## src/sv/gbs_pkg.sv

```systemverilog
// shared constants and types for the greedy box suppression block
`default_nettype none

package gbs_pkg;

  localparam int FIELD_BITS         = 12;
  localparam int SLOT_BITS          = 6;
  localparam int THRESH_BITS        = 9;
  localparam int SCALE_SHIFT        = 8;
  localparam int MAX_KEPT_DEFAULT   = 64;
  localparam int COORD_BITS_DEFAULT = 12;

  localparam logic [THRESH_BITS-1:0] THRESH_RESET = 9'd128;

  typedef struct packed {
    logic busy;
    logic hit;
    logic over;
  } gbs_iou_st_t;

endpackage

`default_nettype wire

```

## src/sv/greedy_box_suppression_top.sv

```systemverilog
// top level: greedy box suppression sequencer around the kept-box table
//
// boxes arrive on the box channel (box_valid / box_stall) in descending score
// order; each item carries start_set and the box geometry. one result item
// per box leaves on the result channel (result_valid / result_stall) with
// keep, kept_slot and table_full. overlap_threshold is written through the
// thresh channel (thresh_valid / thresh_ready, always ready); the user must
// write it only while idle, the block itself does not enforce this. a box
// is checked against every kept box read from the table ram, one entry per
// cycle, through a five stage overlap pipeline. the result of an item is
// registered once the scan of all kept entries through the single ram read
// port and the pipeline have drained; a new box is taken once the previous
// result is in the output register. start_set empties the table first.
// a stalled result holds in the output register; the next box is still
// accepted and judged, but its result waits until the register frees.
// reset empties the table, sets the threshold to 128 and clears all valids.
`default_nettype none

module greedy_box_suppression_top #(
  parameter int MAX_KEPT   = gbs_pkg::MAX_KEPT_DEFAULT,
  parameter int COORD_BITS = gbs_pkg::COORD_BITS_DEFAULT
) (
  input  wire logic                            clk,
  input  wire logic                            rst,
  input  wire logic                            box_valid,
  output logic                                 box_stall,
  input  wire logic                            start_set,
  input  wire logic [gbs_pkg::FIELD_BITS-1:0]  box_x,
  input  wire logic [gbs_pkg::FIELD_BITS-1:0]  box_y,
  input  wire logic [gbs_pkg::FIELD_BITS-1:0]  box_width,
  input  wire logic [gbs_pkg::FIELD_BITS-1:0]  box_height,
  output logic                                 result_valid,
  input  wire logic                            result_stall,
  output logic                                 keep,
  output logic      [gbs_pkg::SLOT_BITS-1:0]   kept_slot,
  output logic                                 table_full,
  input  wire logic                            thresh_valid,
  output logic                                 thresh_ready,
  input  wire logic [gbs_pkg::THRESH_BITS-1:0] overlap_threshold
);

  import gbs_pkg::*;

  localparam int C  = COORD_BITS;
  localparam int AW = (MAX_KEPT > 1) ? $clog2(MAX_KEPT) : 1;
  localparam int CW = $clog2(MAX_KEPT + 1);

  localparam logic [1:0] ST_IDLE   = 2'd0;
  localparam logic [1:0] ST_SCAN   = 2'd1;
  localparam logic [1:0] ST_DECIDE = 2'd2;

  logic [1:0]             state;
  logic [THRESH_BITS-1:0] thr;
  logic [CW-1:0]          count;
  logic [CW-1:0]          idx;
  logic                   rd_pending;
  logic                   suppressed;
  logic [4*C-1:0]         cand;
  logic [2*C-1:0]         cand_area;
  logic [4*C-1:0]         rd_data;
  logic [C-1:0]           mw, mh;
  logic                   rd_en, wr_en, out_free, room, box_take;
  gbs_iou_st_t            st;

  assign mw        = C'(box_width);
  assign mh        = C'(box_height);
  assign box_stall = (state != ST_IDLE) | rst;
  assign box_take  = box_valid & ~box_stall;
  assign rd_en     = (state == ST_SCAN) && (idx != count);
  assign out_free  = ~result_valid | ~result_stall;
  assign room      = count < CW'(MAX_KEPT);
  assign wr_en     = (state == ST_DECIDE) && out_free && ~suppressed && room;
  assign thresh_ready = 1'b1;

  gbs_ram #(
    .WIDTH (4 * C),
    .DEPTH (MAX_KEPT)
  ) u_table (
    .clk     (clk),
    .wr_en   (wr_en),
    .wr_addr (count[AW-1:0]),
    .wr_data (cand),
    .rd_en   (rd_en),
    .rd_addr (idx[AW-1:0]),
    .rd_data (rd_data)
  );

  gbs_iou #(
    .COORD_BITS (C)
  ) u_iou (
    .clk       (clk),
    .rst       (rst),
    .in_valid  (rd_pending),
    .thresh    (thr),
    .cand      (cand),
    .cand_area (cand_area),
    .kept      (rd_data),
    .st        (st)
  );

  always_ff @(posedge clk) begin
    if (rst) begin
      state        <= ST_IDLE;
      thr          <= THRESH_RESET;
      count        <= '0;
      idx          <= '0;
      rd_pending   <= 1'b0;
      suppressed   <= 1'b0;
      result_valid <= 1'b0;
    end else begin
      if (thresh_valid && thresh_ready) begin
        thr <= overlap_threshold;
      end
      rd_pending <= rd_en;
      if (result_valid && !result_stall && state != ST_DECIDE) begin
        result_valid <= 1'b0;
      end
      if (st.hit && st.over) begin
        suppressed <= 1'b1;
      end
      unique case (state)
        ST_IDLE: begin
          if (box_take) begin
            if (start_set) begin
              count <= '0;
            end
            idx        <= '0;
            suppressed <= 1'b0;
            state      <= ST_SCAN;
          end
        end
        ST_SCAN: begin
          if (rd_en) begin
            idx <= idx + CW'(1);
          end else if (!rd_pending && !st.busy) begin
            state <= ST_DECIDE;
          end
        end
        ST_DECIDE: begin
          if (out_free) begin
            result_valid <= 1'b1;
            if (wr_en) begin
              count <= count + CW'(1);
            end
            state <= ST_IDLE;
          end
        end
        default: begin
          state <= ST_IDLE;
        end
      endcase
    end
  end

  always_ff @(posedge clk) begin
    if (box_take) begin
      cand      <= {C'(box_x), C'(box_y), mw, mh};
      cand_area <= (2 * C)'(mw) * (2 * C)'(mh);
    end
    if (state == ST_DECIDE && out_free) begin
      keep       <= ~suppressed;
      kept_slot  <= wr_en ? SLOT_BITS'(count) : '0;
      table_full <= ~suppressed & ~room;
    end
  end

endmodule

`default_nettype wire

```

## src/sv/gbs_ram.sv

```systemverilog
// generic single-write, single-read synchronous ram with registered read
`default_nettype none

module gbs_ram #(
  parameter int WIDTH     = 48,
  parameter int DEPTH     = 64,
  parameter int ADDR_BITS = (DEPTH > 1) ? $clog2(DEPTH) : 1
) (
  input  wire logic                 clk,
  input  wire logic                 wr_en,
  input  wire logic [ADDR_BITS-1:0] wr_addr,
  input  wire logic [WIDTH-1:0]     wr_data,
  input  wire logic                 rd_en,
  input  wire logic [ADDR_BITS-1:0] rd_addr,
  output logic      [WIDTH-1:0]     rd_data
);

  logic [WIDTH-1:0] mem [DEPTH];

  always_ff @(posedge clk) begin
    if (wr_en) begin
      mem[wr_addr] <= wr_data;
    end
    if (rd_en) begin
      rd_data <= mem[rd_addr];
    end
  end

endmodule

`default_nettype wire

```

## src/sv/gbs_iou.sv

```systemverilog
// pipelined overlap test of the candidate against one kept box per cycle
`default_nettype none

module gbs_iou #(
  parameter int COORD_BITS = gbs_pkg::COORD_BITS_DEFAULT
) (
  input  wire logic                           clk,
  input  wire logic                           rst,
  input  wire logic                           in_valid,
  input  wire logic [gbs_pkg::THRESH_BITS-1:0] thresh,
  input  wire logic [4*COORD_BITS-1:0]        cand,
  input  wire logic [2*COORD_BITS-1:0]        cand_area,
  input  wire logic [4*COORD_BITS-1:0]        kept,
  output gbs_pkg::gbs_iou_st_t                st
);

  import gbs_pkg::*;

  localparam int C = COORD_BITS;
  localparam int A = 2 * C;
  localparam int U = A + 1;
  localparam int P = U + THRESH_BITS;
  localparam int L = A + SCALE_SHIFT;

  logic [C-1:0] cx, cy, cw, ch, kx, ky, kw, kh;
  logic [C:0]   x1, y1, cx1, cy1, kx1, ky1;
  logic [C-1:0] x0, y0, iw, ih;

  logic         v1, v2, v3, v4, v5;
  logic [C-1:0] iw1, ih1, kw1, kh1;
  logic [A-1:0] inter2, karea2;
  logic [A-1:0] inter3;
  logic [U-1:0] union3;
  logic [P-1:0] prod4;
  logic [L-1:0] lhs4;
  logic         over5;

  assign cx = cand[4*C-1:3*C];
  assign cy = cand[3*C-1:2*C];
  assign cw = cand[2*C-1:C];
  assign ch = cand[C-1:0];
  assign kx = kept[4*C-1:3*C];
  assign ky = kept[3*C-1:2*C];
  assign kw = kept[2*C-1:C];
  assign kh = kept[C-1:0];

  always_comb begin
    cx1 = {1'b0, cx} + {1'b0, cw};
    cy1 = {1'b0, cy} + {1'b0, ch};
    kx1 = {1'b0, kx} + {1'b0, kw};
    ky1 = {1'b0, ky} + {1'b0, kh};
    x0  = (cx > kx) ? cx : kx;
    y0  = (cy > ky) ? cy : ky;
    x1  = (cx1 < kx1) ? cx1 : kx1;
    y1  = (cy1 < ky1) ? cy1 : ky1;
    iw  = (x1 > {1'b0, x0}) ? C'(x1 - {1'b0, x0}) : '0;
    ih  = (y1 > {1'b0, y0}) ? C'(y1 - {1'b0, y0}) : '0;
  end

  always_ff @(posedge clk) begin
    if (rst) begin
      v1 <= 1'b0;
      v2 <= 1'b0;
      v3 <= 1'b0;
      v4 <= 1'b0;
      v5 <= 1'b0;
    end else begin
      v1 <= in_valid;
      v2 <= v1;
      v3 <= v2;
      v4 <= v3;
      v5 <= v4;
    end
    iw1    <= iw;
    ih1    <= ih;
    kw1    <= kw;
    kh1    <= kh;
    inter2 <= A'(iw1) * A'(ih1);
    karea2 <= A'(kw1) * A'(kh1);
    inter3 <= inter2;
    union3 <= U'(cand_area) + U'(karea2) - U'(inter2);
    prod4  <= P'(thresh) * P'(union3);
    lhs4   <= L'(inter3) << SCALE_SHIFT;
    over5  <= P'(lhs4) > prod4;
  end

  assign st.busy = v1 | v2 | v3 | v4 | v5;
  assign st.hit  = v5;
  assign st.over = over5;

endmodule

`default_nettype wire

```

## config.mk

```make
export PLATFORM = sky130hd
export DESIGN_NAME = greedy_box_suppression_top
export DESIGN_NICKNAME = d
export VERILOG_FILES = /design/src/sv/gbs_pkg.sv /design/src/sv/greedy_box_suppression_top.sv /design/src/sv/gbs_ram.sv /design/src/sv/gbs_iou.sv
export SDC_FILE = /design/constraint.sdc
export NUM_CORES = 2
export LEC_CHECK = 0
export ABC_AREA = 1
export BUFFER_PORTS_ARGS = -buffer_cell sky130_fd_sc_hd__buf_4
export CORE_MARGIN = 2
export CORE_UTILIZATION = 45
export DETAILED_ROUTE_END_ITERATION = 8
export GPL_TIMING_DRIVEN = 0
export PLACE_DENSITY_LB_ADDON = 0.08
export SYNTH_ARGS = -nofsm -noshare
export SYNTH_HDL_FRONTEND = slang
export SYNTH_SLANG_ARGS = --single-unit
```

## constraint.sdc

```tcl
create_clock -name clk -period 7.9 [get_ports clk]
set_clock_uncertainty 0.15 [all_clocks]
set_input_delay 1.58 -clock clk [delete_from_list [all_inputs] [get_ports clk]]
set_output_delay 1.58 -clock clk [all_outputs]
set_load 0.02 [all_outputs]
```

# After elaboration in Yosys (flattened, before gate mapping)
# Memory sizes are Yosys's and may differ from the RTL's. A register that Yosys moved wholly into a read port is not among the register bits.
# Cells that the tools add are included.
# totals
n_memories	1
ff_bits	317
output_inout_bits	11
mem_bits_rw	3072
wordCells	118
# op_classes
reduce_logical	18
n_addsub	10
order_cmp	8
n_mux	25
bitwise	13
n_eq_ne	11
n_mul	4
# memory_table
name	depth	word_bits	rd	rd_ports_with_merged_regs	write_ports	line_no	text
u_table.mem	64	48	1	1	1	gbs_ram.sv:18	logic [WIDTH-1:0] mem [DEPTH];
# ops
operator	count
multiplier 12 x 12 -> 24 bit	3
adder 12 x 12 -> 13 bit	4
2-to-1 mux 7 bit	6
greater-than comparator 32 x 34 -> 1 bit	1
multiplier 9 x 25 -> 34 bit	1
one-hot mux 7 bit (2 select lines)	2
greater-than comparator 13 x 12 -> 1 bit	2
< comparator 13 bit	2
2-to-1 mux 13 bit	2
adder 24 x 24 -> 25 bit	1
subtractor 25 x 24 -> 25 bit	1
greater-than comparator 12 bit	2
2-to-1 mux 12 bit	2
subtractor 12 bit	2
adder 7 x 1 -> 7 bit (second input constant)	2
!= test 2 bit (second input constant)	7
logical AND 1 bit	8
2-to-1 mux 1 bit	8
2-to-1 mux 2 bit	4
< comparator 7 bit (second input constant)	1
!= test 7 bit	1
bitwise OR 1 bit	6
one-hot mux 2 bit (3 select lines)	1
nonzero test 2 bit	3
10 further kinds	17

# Logic depth before layout (Yosys ltp)
# depth
ltp_word	9
depth_mapped	34

# Hierarchy
# Synthesis repeated with hierarchy kept, for this count alone.
# unflattened
hier_cells	14899
hier_area_um2	162413.3
# by_module_without_submodules
mod	area_per_inst_um2	instances	seq_area_each_um2	cells_each
gbs_ram	124811.0	1	93689.9	10108
gbs_iou	28761.3	1	4184.0	3781
greedy_box_suppression_top	8841.0	1	2962.8	1010

# Worst setup path before layout
# No wires, ideal clock.
# synth_timing
path_kind	in2reg
from	in box_height[3] (netlist bit)
to	reg cand_area[21], data pin
slack_ps	1688
n_path_buf	1
path_stages	19
required_ps	7491
t_arrival_ps	5803
cell_sequence	clkbuf_1 > nand2_1 > fa_1 > inv_1 > fa_1 > fa_1 > fa_1 > inv_1 > fa_1 > inv_1 > ha_1 > a21oi_1 > o21a_1 > nand2_1 > a31oi_1 > o21bai_1 > nand3_1 > nand2_1 > xor2_1
# synth_between
elab_chain_cells	1
# synth_rtl
element	line_no	text
start, declared	greedy_box_suppression_top.sv:31	input wire logic [gbs_pkg::FIELD_BITS-1:0] box_height,
multiplier 12 x 12 -> 24 bit	greedy_box_suppression_top.sv:158	cand_area <= (2 * C)'(mw) * (2 * C)'(mh);
end signal, assigned	greedy_box_suppression_top.sv:158	
end, declared	greedy_box_suppression_top.sv:59	logic [2*C-1:0] cand_area;
# Every way passes these cells.
# A chain may end at the register's enable or synchronous reset.

# Worst setup path after layout
# layout_timing
from	reg cand[29]
to	reg u_iou.ih1[9]
# layout_between
elab_chain_cells	4
elab_cells_between_ends	7
classes_between	add/sub: 2; order compare: 3; mux: 2
# layout_rtl
element	line_no	text
start, declared	greedy_box_suppression_top.sv:58	logic [4*C-1:0] cand;
start signal, assigned	greedy_box_suppression_top.sv:157	cand <= {C'(box_x), C'(box_y), mw, mh};
adder 12 x 12 -> 13 bit	gbs_iou.sv:49	cy1 = {1'b0, cy} + {1'b0, ch};
< comparator 13 bit	gbs_iou.sv:55	y1 = (cy1 < ky1) ? cy1 : ky1;
2-to-1 mux 13 bit	gbs_iou.sv:55	
subtractor 12 bit or greater-than comparator 13 x 12 -> 1 bit (tied branches)	gbs_iou.sv:57	ih = (y1 > {1'b0, y0}) ? C'(y1 - {1'b0, y0}) : '0;
end signal, assigned	gbs_iou.sv:75	ih1 <= ih;
end, declared	gbs_iou.sv:30	logic [C-1:0] iw1, ih1, kw1, kh1;
# Parallel ways exist; a longest one is shown, timed or not.

==> flow_metrics.env <==
export IMPL_ctsHoldBuffers=0
export IMPL_wirelength_microns=703000
export IMPL_r2r_cells=33
export IMPL_ys_ff_latch=3437
export IMPL_regToRegSetupSlack_ns=1.37
export IMPL_finalSetupViolCount=0
export IMPL_cts_htree_levels=5
export IMPL_grt_max_degree=59
export IMPL_routedWlPerCell_microns=36.9
export IMPL_finish_net_count=15083
export IMPL_critPathArrivalTime_ns=7.28
export IMPL_syn_instance_count=13315
export IMPL_startpoint_type="flip-flop"
export IMPL_cts_root_buffer="clkbuf_16"
export IMPL_ys_top_cells_by_area="edfxtp_1 61%, fa_1 6.2%, o21ai_0 5.2%"
export IMPL_place_area_sq_um=173000
export IMPL_clock_latency_ns=1.03
export IMPL_dp_cells=18343
export IMPL_min_path_type="flip-flop to flip-flop"
export IMPL_final_util_pct=52.9
export IMPL_cts_tree="done"
export IMPL_endpoint="u_iou.ih1[9]$_SDFF_PP0_"
export IMPL_dieArea_sq_um=355000
export IMPL_slowest_stage="edfxtp_1"
export IMPL_dp_hpwl_microns=532000
export IMPL_ys_seq_area_share_pct=63.9
export IMPL_grt_pass1_wl_microns=943000
export IMPL_rows=217
export IMPL_core_area_sq_um=349000
export IMPL_violations="max-capacitance violations, max-slew violations"
export IMPL_stdcell_count=19063
export IMPL_initial_utilization_pct=45.2
export IMPL_vias=118723
export IMPL_cts_resized=0
export IMPL_path_class="flip-flop to flip-flop"
export IMPL_fin_tns_setup_ns=0
export IMPL_tightestPinTransition_ns=1.76
export IMPL_drv_slew=76
export IMPL_ant_nets=0
export IMPL_rsz0062_at_grt="false"
export IMPL_grt_antenna_before_repair=93
export IMPL_power_mw=58.5
export IMPL_fmax_mhz=153
export IMPL_post_route_cells_drive_above_1_share_pct=9.22
export IMPL_crit_top_cell="nand2_1"
export IMPL_fin_area_sq_um=185000
export IMPL_r2r_end="u_iou.ih1[9]$_SDFF_PP0_"
export IMPL_period_needed_ns=6.53
export IMPL_gp_congestion=1.02
export IMPL_drc=0
export IMPL_max_clock_path_buffers=4
export IMPL_syn_avg_cell_area_sq_um=11.8
export IMPL_ys_types=60
export IMPL_grt_overflow_total=0
export IMPL_synth_common_cells="3,200 x edfxtp_1, 1,765 x nor2_1, 1,652 x o21ai_0"
export IMPL_cts_setup_buffers=0
export IMPL_drt_pass1_iterations=6
export IMPL_p_leak_nw=68.7
export IMPL_max_stage_delay_ns=1.03
export IMPL_cp_startpoint="cand[29]$_DFFE_PP_"
export IMPL_cts_num_sinks=3437
export IMPL_reg2reg_from="cand[29]$_DFFE_PP_"
export IMPL_synth_area_sq_um=158000
export IMPL_fin_hold_ws_ns=0.172
export IMPL_yosysWarnings=0
export IMPL_outcome="complete, but fails checks"
export IMPL_dieHeight_microns=596
export IMPL_end_kind="flip-flop"
export IMPL_clk_pin_slew_ns=0.07
export IMPL_synth_nets=14279
export IMPL_netlist_area_leader_share_pct=60.9
export IMPL_hold_viol_final=0
export IMPL_synth_top_area_cell="edfxtp_1"
export IMPL_async_flop_share_pct=0
export IMPL_portBuffers=71
export IMPL_path_max_fanout=18
export IMPL_initialDrtViolationCount=19629
export IMPL_slew_headroom_pct=-17.4
export IMPL_synth_ff_type="edfxtp_1"
export IMPL_n_fill_cell=30118
export IMPL_dp_slack_ns=0.949
export IMPL_cap_violations=13
export IMPL_track_usage_pct=38.9
export IMPL_power_density_nw_per_um2=317
export IMPL_numCtsBuffers=373
export IMPL_vdd_drop_max_mv=0.267
export IMPL_finalCritPeriodShare_pct=82.6
export IMPL_cp_required_ns=8.65
export IMPL_io_pins=74
export IMPL_area_growth_pct=17.2
export IMPL_avgViaCountPerCell=6.23
export IMPL_synth_most_common_cell="edfxtp_1"
export IMPL_grt_pass1_vias=112603
export IMPL_worst_slack_ns=1.37
export IMPL_synth_edf_count=3200
export IMPL_die_width_microns=596
## power by group
group | internal, mW | switching (mW) | total, mW
Sequential | 20.6 | 0.539 | 21.2
Clock | 9.80 | 7.56 | 17.4
Combinational | 6.55 | 13.4 | 20.0
Total | 37.0 | 21.5 | 58.5
## flip-flops by register name, summed over array words and instances, names as in the netlist, 2 cells and up
register and cells:
u_iou.kh1 12, u_iou.iw1 12, u_iou.union3 25, thr 9
cand 48, u_iou.inter2 24, u_iou.kw1 12, u_iou.karea2 24
count 7, u_iou.prod4 34, state 2, u_table.rd_data 48
u_iou.ih1 12, idx 7, kept_slot 6, u_iou.inter3 24
cand_area 24, u_table.mem 3072, u_iou.lhs4 24
## placed cells by master (no fill, tap or decap), types with 65 or more instances in the layout
cell type	Yosys	layout
buf_12	0	169
clkinv_2	0	69
buf_16	0	170
nor2_1	1765	1700
o22ai_1	471	471
buf_2	173	173
clkinv_1	2	75
clkbuf_16	0	382
xnor2_1	73	73
nand3_1	390	390
xor2_1	88	88
dfxtp_1	237	237
o221ai_1	298	298
edfxtp_1	3200	3200
fa_1	492	492
o21ai_0	1652	1652
a21oi_1	302	301
buf_4	35	106
nand4_1	85	85
nand2_1	1438	1438
nor2_4	1	65
inv_1	1236	1234
ha_1	409	409
clkbuf_1	545	615
o211ai_1	86	86
## cell type report
class / instances / area (sq um) / share of cell area, %
antenna: 42 / 105 / 0.0569
buffer: 783 / 3350 / 1.81
clock buffer: 473 / 10100 / 5.44
clock inverter: 205 / 1820 / 0.983
inverter: 1264 / 4750 / 2.57
multi-input combinational: 7831 / 49200 / 26.6
sequential: 3437 / 101000 / 54.6
tap: 4599 / 5750 / 3.11
timing repair buffer: 429 / 8880 / 4.81
## critical path: cells and delay by family, from the launching register on
kind            cells  cell delay [ns]
simple gates       19             1.82
xor+xnor            1             0.34
fa+ha+maj           3             0.94
buf+inv             6             0.78
compound gates      4             1.36
flops               1             1.03
## kinds of logic after synthesis
group                      Yosys count  synth area share (%)
DFF                               3437                  63.9
AOI/OAI and AO/OA                 2985                  10.9
other                                1               0.00238
adders and majority gates          901                  9.49
buffers and inverters             2047                  5.13
xor gates and xnor gates           161                 0.894
and+or+nand+nor                   3783                  9.62
## metal layers
layer / wire [microns] / global-route usage (%)
met4: 49800 / 22.9
met3: 93000 / 12.6
met5: 602 / 0.595
met2: 303000 / 57.6
met1: 256000 / 50.1
## worst min-delay path by stage
stage | startpoint | endpoint | slack [ns] | cells after the start
floorplan | u_iou.inter3[2]$_DFF_P_ | u_iou.lhs4[10]$_DFF_P_ | 0.16 | 0
global placement | u_iou.inter3[5]$_DFF_P_ | u_iou.lhs4[13]$_DFF_P_ | 0.16 | 0
detailed placement | u_iou.inter3[4]$_DFF_P_ | u_iou.lhs4[12]$_DFF_P_ | 0.16 | 0
CTS | u_iou.inter3[2]$_DFF_P_ | u_iou.lhs4[10]$_DFF_P_ | 0.17 | 0
global route | u_iou.inter3[2]$_DFF_P_ | u_iou.lhs4[10]$_DFF_P_ | 0.16 | 0
finish | u_iou.inter3[2]$_DFF_P_ | u_iou.lhs4[10]$_DFF_P_ | 0.17 | 0
(Power assumes the default switching activity.)
